## src/hdl/assert_macros.svh

```systemverilog
// ---------------------------------------------------------------------------
// assert_macros.svh
// Shared concurrent assertion macros, clocked on a rising edge and disabled
// while the asynchronous reset is low.
// ---------------------------------------------------------------------------
`ifndef ASSERT_MACROS_SVH
`define ASSERT_MACROS_SVH

// same-cycle implication
`define ASSERT_IMPLIES(label, clk, rst_n, ante, cons) \
	label: assert property (@(posedge clk) disable iff (!rst_n) (ante) |-> (cons)) \
		else $error("assertion failed");

// next-cycle implication
`define ASSERT_NEXT(label, clk, rst_n, ante, cons) \
	label: assert property (@(posedge clk) disable iff (!rst_n) (ante) |=> (cons)) \
		else $error("assertion failed");

`endif

```

## src/hdl/sal_pkg.sv

```systemverilog
// ---------------------------------------------------------------------------
// sal_pkg
// Shared widths, register indexes, reset values and types of the sensor
// average and calibration block.
// ---------------------------------------------------------------------------
`default_nettype none

package sal_pkg;

	localparam int LEVEL_W    = 12;  // converter level registers
	localparam int TEMP_CFG_W = 10;  // temperature registers
	localparam int TEMP_W     = 11;  // temperature result
	localparam int SPAN_W     = 10;  // magnitude of temp_high - temp_low
	localparam int CFG_IDX_W  = 3;
	localparam int CFG_DATA_W = 12;

	localparam logic [CFG_IDX_W-1:0] REG_AD_LOW    = 3'd0;
	localparam logic [CFG_IDX_W-1:0] REG_AD_HIGH   = 3'd1;
	localparam logic [CFG_IDX_W-1:0] REG_TEMP_LOW  = 3'd2;
	localparam logic [CFG_IDX_W-1:0] REG_TEMP_HIGH = 3'd3;

	localparam logic [LEVEL_W-1:0]           AD_LOW_RST    = 12'd1061;
	localparam logic [LEVEL_W-1:0]           AD_HIGH_RST   = 12'd2049;
	localparam logic signed [TEMP_CFG_W-1:0] TEMP_LOW_RST  = -10'sd10;
	localparam logic signed [TEMP_CFG_W-1:0] TEMP_HIGH_RST = 10'sd140;

	localparam int TEMP_MAX = 1023;
	localparam int TEMP_MIN = -1024;

	// status of a serial divider
	typedef struct packed {
		logic busy;
		logic last;  // final iteration in progress
	} sdiv_stat_t;

endpackage

`default_nettype wire

```

## src/hdl/sensor_average_linear_calibrate.sv

```systemverilog
// ---------------------------------------------------------------------------
// sensor_average_linear_calibrate
// Moving average of converter samples over a ring of DEPTH entries, with a
// clamped linear mapping of the mean to a temperature.
//
//   channel   signals                                   direction
//   sample    sample_valid, sample_ready, sample        in
//   result    result_valid, result_ready,
//             average_level, temperature                out
//   config    cfg_we, cfg_index, cfg_data               in
//
// Each word runs the bit-serial divider twice before the next is accepted:
// once for the mean and once for the calibration slope term.
// The offset term runs on a second divider in parallel with the mean.
// A finished result waits in the output register; the next sample is taken
// meanwhile, and the block only stalls at its end if that register is full.
// No clearing pass after reset: ring entries are only used once written.
// ---------------------------------------------------------------------------
`default_nettype none

`include "assert_macros.svh"

module sensor_average_linear_calibrate #(
	parameter int DEPTH = 10,
	parameter int SAMPLE_BITS = 12
) (
	input  wire logic                                  clk,
	input  wire logic                                  arst_n,
	input  wire logic                                  sample_valid,
	output logic                                       sample_ready,
	input  wire logic [SAMPLE_BITS-1:0]                sample,
	output logic                                       result_valid,
	input  wire logic                                  result_ready,
	output logic [SAMPLE_BITS-1:0]                     average_level,
	output logic signed [sal_pkg::TEMP_W-1:0]          temperature,
	input  wire logic                                  cfg_we,
	input  wire logic [sal_pkg::CFG_IDX_W-1:0]         cfg_index,
	input  wire logic [sal_pkg::CFG_DATA_W-1:0]        cfg_data
);

	import sal_pkg::*;

	localparam int PTR_W  = (DEPTH > 1) ? $clog2(DEPTH) : 1;
	localparam int CNT_W  = $clog2(DEPTH + 1);
	localparam int SUM_W  = SAMPLE_BITS + $clog2(DEPTH);
	localparam int DIVA_N = SAMPLE_BITS + SPAN_W;
	localparam int DIVB_N = LEVEL_W + SPAN_W;
	localparam int CMP_W  = (SAMPLE_BITS > LEVEL_W) ? SAMPLE_BITS : LEVEL_W;
	localparam int T_W    = CMP_W + SPAN_W + 2;

	localparam logic signed [T_W-1:0] T_MAX = T_W'(TEMP_MAX);
	localparam logic signed [T_W-1:0] T_MIN = T_W'(TEMP_MIN);

	typedef enum logic [2:0] {
		S_IDLE,
		S_READ,
		S_DIV1,
		S_MUL,
		S_DIV2,
		S_FIN
	} state_t;

	state_t state_q;

	// configuration
	logic [LEVEL_W-1:0]           ad_low_q;
	logic [LEVEL_W-1:0]           ad_high_q;
	logic signed [TEMP_CFG_W-1:0] temp_low_q;
	logic signed [TEMP_CFG_W-1:0] temp_high_q;

	// ring state
	logic [PTR_W-1:0]       wptr_q;
	logic                   warm_q;
	logic [SUM_W-1:0]       sum_q;
	logic [CNT_W-1:0]       cnt_q;
	logic [SAMPLE_BITS-1:0] sample_q;
	logic [SAMPLE_BITS-1:0] mean_q;

	logic                   result_valid_q;
	logic [SAMPLE_BITS-1:0] average_q;
	logic signed [TEMP_W-1:0] temp_q;

	logic                   accept;
	logic [SAMPLE_BITS-1:0] old_sample;
	logic [SUM_W-1:0]       new_sum;
	logic                   wrap;
	logic [CNT_W-1:0]       cnt_next;

	logic signed [TEMP_W-1:0] span_t;
	logic [TEMP_W-1:0]        span_abs11;
	logic [SPAN_W-1:0]        span_abs;
	logic                     span_neg;
	logic [LEVEL_W-1:0]       span_ad;

	logic               diva_start;
	logic [DIVA_N-1:0]  diva_dividend;
	logic [LEVEL_W-1:0] diva_divisor;
	logic [DIVA_N-1:0]  diva_quo;
	sdiv_stat_t         diva_stat;
	logic               divb_start;
	logic [DIVB_N-1:0]  divb_dividend;
	logic [DIVB_N-1:0]  divb_quo;
	sdiv_stat_t         divb_stat;

	logic [T_W-1:0]           mag1;
	logic [T_W-1:0]           mag2;
	logic signed [T_W-1:0]    term1;
	logic signed [T_W-1:0]    term2;
	logic signed [T_W-1:0]    t_lin;
	logic signed [TEMP_W-1:0] t_sat;
	logic signed [TEMP_W-1:0] t_final;
	logic                     out_free;
	logic                     fin_go;

	// ---------------- configuration registers ----------------
	always_ff @(posedge clk or negedge arst_n) begin
		if (!arst_n) begin
			ad_low_q    <= AD_LOW_RST;
			ad_high_q   <= AD_HIGH_RST;
			temp_low_q  <= TEMP_LOW_RST;
			temp_high_q <= TEMP_HIGH_RST;
		end else if (cfg_we) begin
			case (cfg_index)
				REG_AD_LOW:    ad_low_q    <= cfg_data[LEVEL_W-1:0];
				REG_AD_HIGH:   ad_high_q   <= cfg_data[LEVEL_W-1:0];
				REG_TEMP_LOW:  temp_low_q  <= signed'(cfg_data[TEMP_CFG_W-1:0]);
				REG_TEMP_HIGH: temp_high_q <= signed'(cfg_data[TEMP_CFG_W-1:0]);
				default: ;
			endcase
		end
	end

	// ---------------- ring and running sum ----------------
	assign sample_ready = (state_q == S_IDLE);
	assign accept       = sample_valid && sample_ready;

	sal_ram #(
		.WIDTH (SAMPLE_BITS),
		.DEPTH (DEPTH)
	) u_ring (
		.clk   (clk),
		.we    (state_q == S_READ),
		.waddr (wptr_q),
		.wdata (sample_q),
		.re    (accept),
		.raddr (wptr_q),
		.rdata (old_sample)
	);

	// oldest entry leaves the sum only once the ring has filled
	assign new_sum = sum_q - (warm_q ? SUM_W'(0) : SUM_W'(old_sample)) + SUM_W'(sample_q);
	assign wrap    = (wptr_q == PTR_W'(DEPTH - 1));
	assign cnt_next = (wrap || !warm_q) ? CNT_W'(DEPTH) : CNT_W'(wptr_q) + CNT_W'(1);

	// ---------------- calibration spans ----------------
	assign span_t     = TEMP_W'(temp_high_q) - TEMP_W'(temp_low_q);
	assign span_neg   = span_t[TEMP_W-1];
	assign span_abs11 = span_neg ? -span_t : span_t;
	assign span_abs   = span_abs11[SPAN_W-1:0];
	assign span_ad    = ad_high_q - ad_low_q;

	// divider A: mean first, then mean*|span_t|/span_ad
	assign diva_start    = (state_q == S_READ) || (state_q == S_MUL);
	assign diva_dividend = (state_q == S_READ) ?
		{{(DIVA_N - SUM_W){1'b0}}, new_sum} :
		DIVA_N'(diva_quo[SAMPLE_BITS-1:0] * span_abs);
	assign diva_divisor  = (state_q == S_READ) ?
		{{(LEVEL_W - CNT_W){1'b0}}, cnt_next} : span_ad;

	// divider B: ad_low*|span_t|/span_ad, alongside the mean
	assign divb_start    = (state_q == S_READ);
	assign divb_dividend = DIVB_N'(ad_low_q * span_abs);

	sal_sdiv #(
		.N (DIVA_N),
		.D (LEVEL_W)
	) u_diva (
		.clk      (clk),
		.arst_n   (arst_n),
		.start    (diva_start),
		.dividend (diva_dividend),
		.divisor  (diva_divisor),
		.stat     (diva_stat),
		.quotient (diva_quo)
	);

	sal_sdiv #(
		.N (DIVB_N),
		.D (LEVEL_W)
	) u_divb (
		.clk      (clk),
		.arst_n   (arst_n),
		.start    (divb_start),
		.dividend (divb_dividend),
		.divisor  (span_ad),
		.stat     (divb_stat),
		.quotient (divb_quo)
	);

	// truncation toward zero: divide magnitudes, then apply sign
	assign mag1  = T_W'(diva_quo);
	assign mag2  = T_W'(divb_quo);
	assign term1 = span_neg ? -signed'(mag1) : signed'(mag1);
	assign term2 = span_neg ? signed'(mag2) : -signed'(mag2);
	assign t_lin = term1 + term2 + T_W'(temp_low_q);

	always_comb begin
		if (t_lin > T_MAX) begin
			t_sat = TEMP_W'(T_MAX);
		end else if (t_lin < T_MIN) begin
			t_sat = TEMP_W'(T_MIN);
		end else begin
			t_sat = t_lin[TEMP_W-1:0];
		end
		if (CMP_W'(mean_q) <= CMP_W'(ad_low_q)) begin
			t_final = TEMP_W'(temp_low_q);
		end else if (CMP_W'(mean_q) >= CMP_W'(ad_high_q)) begin
			t_final = TEMP_W'(temp_high_q);
		end else begin
			t_final = t_sat;
		end
	end

	assign out_free = !result_valid_q || result_ready;
	assign fin_go   = (state_q == S_FIN) && out_free && !divb_stat.busy;

	// ---------------- sequencer ----------------
	always_ff @(posedge clk or negedge arst_n) begin
		if (!arst_n) begin
			state_q        <= S_IDLE;
			wptr_q         <= '0;
			warm_q         <= 1'b1;
			sum_q          <= '0;
			cnt_q          <= '0;
			sample_q       <= '0;
			mean_q         <= '0;
			result_valid_q <= 1'b0;
			average_q      <= '0;
			temp_q         <= '0;
		end else begin
			if (fin_go) begin
				result_valid_q <= 1'b1;
			end else if (result_ready) begin
				result_valid_q <= 1'b0;
			end
			case (state_q)
				S_IDLE: begin
					if (accept) begin
						sample_q <= sample;
						state_q  <= S_READ;
					end
				end
				S_READ: begin
					sum_q <= new_sum;
					cnt_q <= cnt_next;
					if (wrap) begin
						wptr_q <= '0;
						warm_q <= 1'b0;
					end else begin
						wptr_q <= wptr_q + PTR_W'(1);
					end
					state_q <= S_DIV1;
				end
				S_DIV1: begin
					if (diva_stat.last) begin
						state_q <= S_MUL;
					end
				end
				S_MUL: begin
					mean_q  <= diva_quo[SAMPLE_BITS-1:0];
					state_q <= S_DIV2;
				end
				S_DIV2: begin
					if (diva_stat.last) begin
						state_q <= S_FIN;
					end
				end
				S_FIN: begin
					if (fin_go) begin
						average_q <= mean_q;
						temp_q    <= t_final;
						state_q   <= S_IDLE;
					end
				end
				default: state_q <= S_IDLE;
			endcase
		end
	end

	assign result_valid  = result_valid_q;
	assign average_level = average_q;
	assign temperature   = temp_q;

	// ---------------- assertions ----------------
	`ASSERT_IMPLIES(a_wptr_range, clk, arst_n, 1'b1, wptr_q <= PTR_W'(DEPTH - 1))
	`ASSERT_IMPLIES(a_cnt_range, clk, arst_n, state_q == S_DIV1,
		cnt_q != '0 && cnt_q <= CNT_W'(DEPTH))
	`ASSERT_IMPLIES(a_diva_owner, clk, arst_n, diva_stat.busy,
		state_q == S_DIV1 || state_q == S_DIV2)
	`ASSERT_NEXT(a_accept_read, clk, arst_n, accept, state_q == S_READ && !sample_ready)

endmodule

`default_nettype wire

```

## src/hdl/sal_ram.sv

```systemverilog
// ---------------------------------------------------------------------------
// sal_ram
// Generic single-port-write, single-port-read RAM with registered read data.
// ---------------------------------------------------------------------------
`default_nettype none

module sal_ram #(
	parameter int WIDTH = 12,
	parameter int DEPTH = 10,
	parameter int ADDR_W = (DEPTH > 1) ? $clog2(DEPTH) : 1
) (
	input  wire logic              clk,
	input  wire logic              we,
	input  wire logic [ADDR_W-1:0] waddr,
	input  wire logic [WIDTH-1:0]  wdata,
	input  wire logic              re,
	input  wire logic [ADDR_W-1:0] raddr,
	output logic      [WIDTH-1:0]  rdata
);

	logic [WIDTH-1:0] mem_q [DEPTH];
	logic [WIDTH-1:0] rdata_q;

	always_ff @(posedge clk) begin
		if (we) begin
			mem_q[waddr] <= wdata;
		end
		if (re) begin
			rdata_q <= mem_q[raddr];
		end
	end

	assign rdata = rdata_q;

endmodule

`default_nettype wire

```

## src/hdl/sal_sdiv.sv

```systemverilog
// ---------------------------------------------------------------------------
// sal_sdiv
// Unsigned restoring divider, one quotient bit per cycle. The dividend is
// shifted out of the quotient register MSB first while quotient bits shift in.
// ---------------------------------------------------------------------------
`default_nettype none

module sal_sdiv #(
	parameter int N = 22,
	parameter int D = 12
) (
	input  wire logic                clk,
	input  wire logic                arst_n,
	input  wire logic                start,
	input  wire logic [N-1:0]        dividend,
	input  wire logic [D-1:0]        divisor,
	output sal_pkg::sdiv_stat_t      stat,
	output logic      [N-1:0]        quotient
);

	import sal_pkg::*;

	localparam int CNT_W = $clog2(N + 1);

	logic             busy_q;
	logic [CNT_W-1:0] cnt_q;
	logic [N-1:0]     quo_q;
	logic [D-1:0]     rem_q;
	logic [D-1:0]     den_q;
	logic [D:0]       trial;
	logic [D:0]       diff;
	logic             ge;

	assign trial = {rem_q, quo_q[N-1]};
	assign diff  = trial - {1'b0, den_q};
	assign ge    = (trial >= {1'b0, den_q});

	always_ff @(posedge clk or negedge arst_n) begin
		if (!arst_n) begin
			busy_q <= 1'b0;
			cnt_q  <= '0;
		end else if (start) begin
			busy_q <= 1'b1;
			cnt_q  <= CNT_W'(N);
		end else if (busy_q) begin
			cnt_q <= cnt_q - CNT_W'(1);
			if (cnt_q == CNT_W'(1)) begin
				busy_q <= 1'b0;
			end
		end
	end

	always_ff @(posedge clk) begin
		if (start) begin
			quo_q <= dividend;
			rem_q <= '0;
			den_q <= divisor;
		end else if (busy_q) begin
			quo_q <= {quo_q[N-2:0], ge};
			rem_q <= ge ? diff[D-1:0] : trial[D-1:0];
		end
	end

	assign stat.busy = busy_q;
	assign stat.last = busy_q && (cnt_q == CNT_W'(1));
	assign quotient  = quo_q;

endmodule

`default_nettype wire

```

## config.mk

```make
export PLATFORM = sky130hd
export DESIGN_NAME = sensor_average_linear_calibrate
export DESIGN_NICKNAME = d
export VERILOG_FILES = /design/src/hdl/sal_pkg.sv /design/src/hdl/sensor_average_linear_calibrate.sv /design/src/hdl/sal_ram.sv /design/src/hdl/sal_sdiv.sv
export VERILOG_INCLUDE_DIRS = /design/src /design/src/hdl
export SDC_FILE = /design/constraint.sdc
export NUM_CORES = 1
export LEC_CHECK = 0
export ABC_AREA = 1
export BUFFER_PORTS_ARGS = -buffer_cell sky130_fd_sc_hd__buf_2
export CORE_ASPECT_RATIO = 1.2
export CORE_MARGIN = 10
export CORE_UTILIZATION = 45
export CTS_CLUSTER_DIAMETER = 150
export DETAILED_ROUTE_END_ITERATION = 8
export GPL_ROUTABILITY_DRIVEN = 0
export PLACE_DENSITY = 0.67
export SLEW_MARGIN = 20
export SYNTH_ARGS = -nofsm -noshare
export SYNTH_HDL_FRONTEND = slang
export SYNTH_SLANG_ARGS = --single-unit
export TNS_END_PERCENT = 5
```

## constraint.sdc

```tcl
create_clock -name clk -period 7.3 [get_ports clk]
set_input_delay 0.73 -clock clk [delete_from_list [all_inputs] [get_ports clk]]
set_output_delay 0.73 -clock clk [all_outputs]
set_load 0.005 [all_outputs]
```

==> results_dict.tcl <==
set metrics [dict create \
    status "finished clean" \
    holdBufCountCts 0 \
    crit_type "reg -> reg" \
    cts.sinks 352 \
    tightestPinTransition_ps 1000 \
    arrival_ps 7460 \
    cp_common_cell "fa_1" \
    initial_core_util_pct 45.4 \
    nets 4051 \
    slew_viol_final 0 \
    gr-total-overflow 0 \
    crit-reg2reg-launch "temp_high_q[0]$_DFFE_PN0P_" \
    hp-class "in -> async" \
    cts_tree "built" \
    rsz0062_at_grt "yes" \
    path_clk_slew_ps 60 \
    yosysTopAreaCell "edfxtp_1" \
    path_max_fanout 6 \
    maxSlewHeadroom_pct 33.3 \
    synth_top_area_share_pct 20.9 \
    required_ps 7630 \
    r2r_end "u_diva.quotient[21]$_DFFE_PP_" \
    cap_violations 0 \
    postSynthCellCount 3465 \
    synth_cell_types 63 \
    synth_area_mm2 0.0288 \
    finalSetupTns_ps 0 \
    final.min_clock_period_ps 7140 \
    synth_nets 3925 \
    diodes 0 \
    die_h_um 297 \
    slowest_delay_ps 560 \
    viasPerCell 5.35 \
    ys_ff_latch 352 \
    drc_errors 0 \
    grt_usage_pct 21.2 \
    synth-seq-area-share_pct 33.8 \
    dr.pass1.iters 5 \
    clock_path_buffers 3 \
    synth_top_flop_cell "edfxtp_1" \
    synth_edf_count 200 \
    cts_root_buf "clkbuf_16" \
    clock_skew_ps 38.1 \
    pin_count 57 \
    most-common-layout-cells "nand2_1 (671), inv_1 (597), nor2_1 (351)" \
    reg2reg_depth 34 \
    vias 23774 \
    final-hold-violation-count 0 \
    setup.worst_path.end_class "register" \
    pre_cts_ws_ps 4.69 \
    cp.buffers_inverters 8 \
    crit_slowest_cell "fa_1" \
    async_flop_share_pct 36.4 \
    design.die.area_mm2 0.0745 \
    antenna_found_initial 0 \
    synth_area_leaders "edfxtp_1 (21%), fa_1 (14%), ha_1 (10%)" \
    syn_to_final_growth_pct 13.3 \
    final_common_cell "nand2_1" \
    period_share_pct 97.8 \
    rows 101 \
    startpoint_type "register" \
    drt-initial-drc-count 1653 \
    wl_per_cell_um 18.2 \
    grt_pass1_vias 23233 \
    clock.fmax_mhz 140 \
    insertion_delay_ps 600 \
    numCtsBuffers 39 \
    grt_pass1_wl_um 127000 \
    drive_above_1_share_pct 11.2 \
    cp_top_family "adder cells" \
    worst_slack_ps 164 \
    io_buffers 56 \
    yosysWarnings 0 \
    hold_slack_ps 128 \
    wl_um 80700 \
    syn_avg_cell_area_um2 8.30 \
    r2r_setup_slack_ps 160 \
    grt_max_degree 86 \
    setup_viol 0 \
    dp_hpwl_um 61000 \
    core-area_mm2 0.0633 \
    ctsHtreeMaxLevel 2 \
    postRouteAntennaNets 0 \
    fp.dieW_um 251 \
]
-- synthesized netlist by cell type, types with 24 or more instances --
master / count
inv_1: 608
dfrtp_1: 110
o21ai_0: 264
edfxtp_1: 200
dfxtp_1: 24
nand3_1: 102
clkbuf_1: 70
fa_1: 196
nor2_1: 361
xor2_1: 81
ha_1: 232
nor3_1: 31
nand2_1: 678
o22ai_1: 34
xnor2_1: 25
a21oi_1: 170
nand4_1: 29
o211ai_1: 32
-- flip-flops by register name, indices dropped and copies added, names as in the netlist, 16 cells and up --
signal           cells
sum_q               16
u_diva.quotient     22
u_divb.quotient     22
u_ring.mem_q       120
-- through the flow --
stage,area (µm²),util [%],cells
2_1_floorplan,28800,-,3465
6_report,32600,51.5,4446
3_3_place_gp,30600,48.3,4358
5_1_grt,32600,51.5,4446
4_1_cts,31900,50.5,4430
3_5_place_dp,30600,48.3,4358
-- worst max path at each step --
stage	from	cells after the start	end	slack [ps]
2_1_floorplan	temp_low_q[9]$_DFFE_PN1P_	34	u_divb.quotient[17]$_DFFE_PP_	90
6_report	temp_high_q[0]$_DFFE_PN0P_	34	u_diva.quotient[21]$_DFFE_PP_	160
5_1_grt	temp_high_q[0]$_DFFE_PN0P_	34	u_diva.quotient[21]$_DFFE_PP_	-140
4_1_cts	temp_high_q[0]$_DFFE_PN0P_	36	u_divb.quotient[17]$_DFFE_PP_	10
3_5_place_dp	temp_low_q[0]$_DFFE_PN0P_	34	u_divb.quotient[21]$_DFFE_PP_	5
3_3_place_gp	temp_low_q[2]$_DFFE_PN1P_	34	u_divb.quotient[21]$_DFFE_PP_	100
-- cell families (layout without fill, tap and decap cells) --
family                     after synthesis  after routing  share of synthesized area (%)
and+or+nand+nor                       1237           1237                           17.4
buffers and inverters                  727            884                           9.66
AOI/OAI and AO/OA                      613            613                           12.1
adders and majority gates              428            428                           23.7
DFF                                    352            352                           33.8
xor gates and xnor gates               108            108                           3.34
-- layer usage --
metal  track usage (%)  vias up  part of all wire (%)
met4              8.48        0                   4.2
met5                 0        -                     0
met2              35.6      684                    48
li1                  -    11409                     -
met1              27.0    11499                    42
met3              3.02      182                   5.4
-- layout make-up --
class / count / area (µm²)
clock buffers: 54 / 1110
flip-flops and latches: 352 / 9710
fillers: 5968 / 30700
well taps: 824 / 1030
repair buffers: 180 / 1340
multi-input cells: 2386 / 16800
clock inverters: 18 / 201
inverters: 632 / 2380
-- repair_timing --
action | 4_1_cts | 5_1_grt
pin swaps | 2 | 63
gates resized for setup | 5 | 106
setup endpoints to repair | 2 | 22
gates cloned | 0 | 2
buffers inserted | 0 | 14
Power is not shown: default switching activity piles up to over one toggle a cycle in this logic, so the estimate is an artifact.
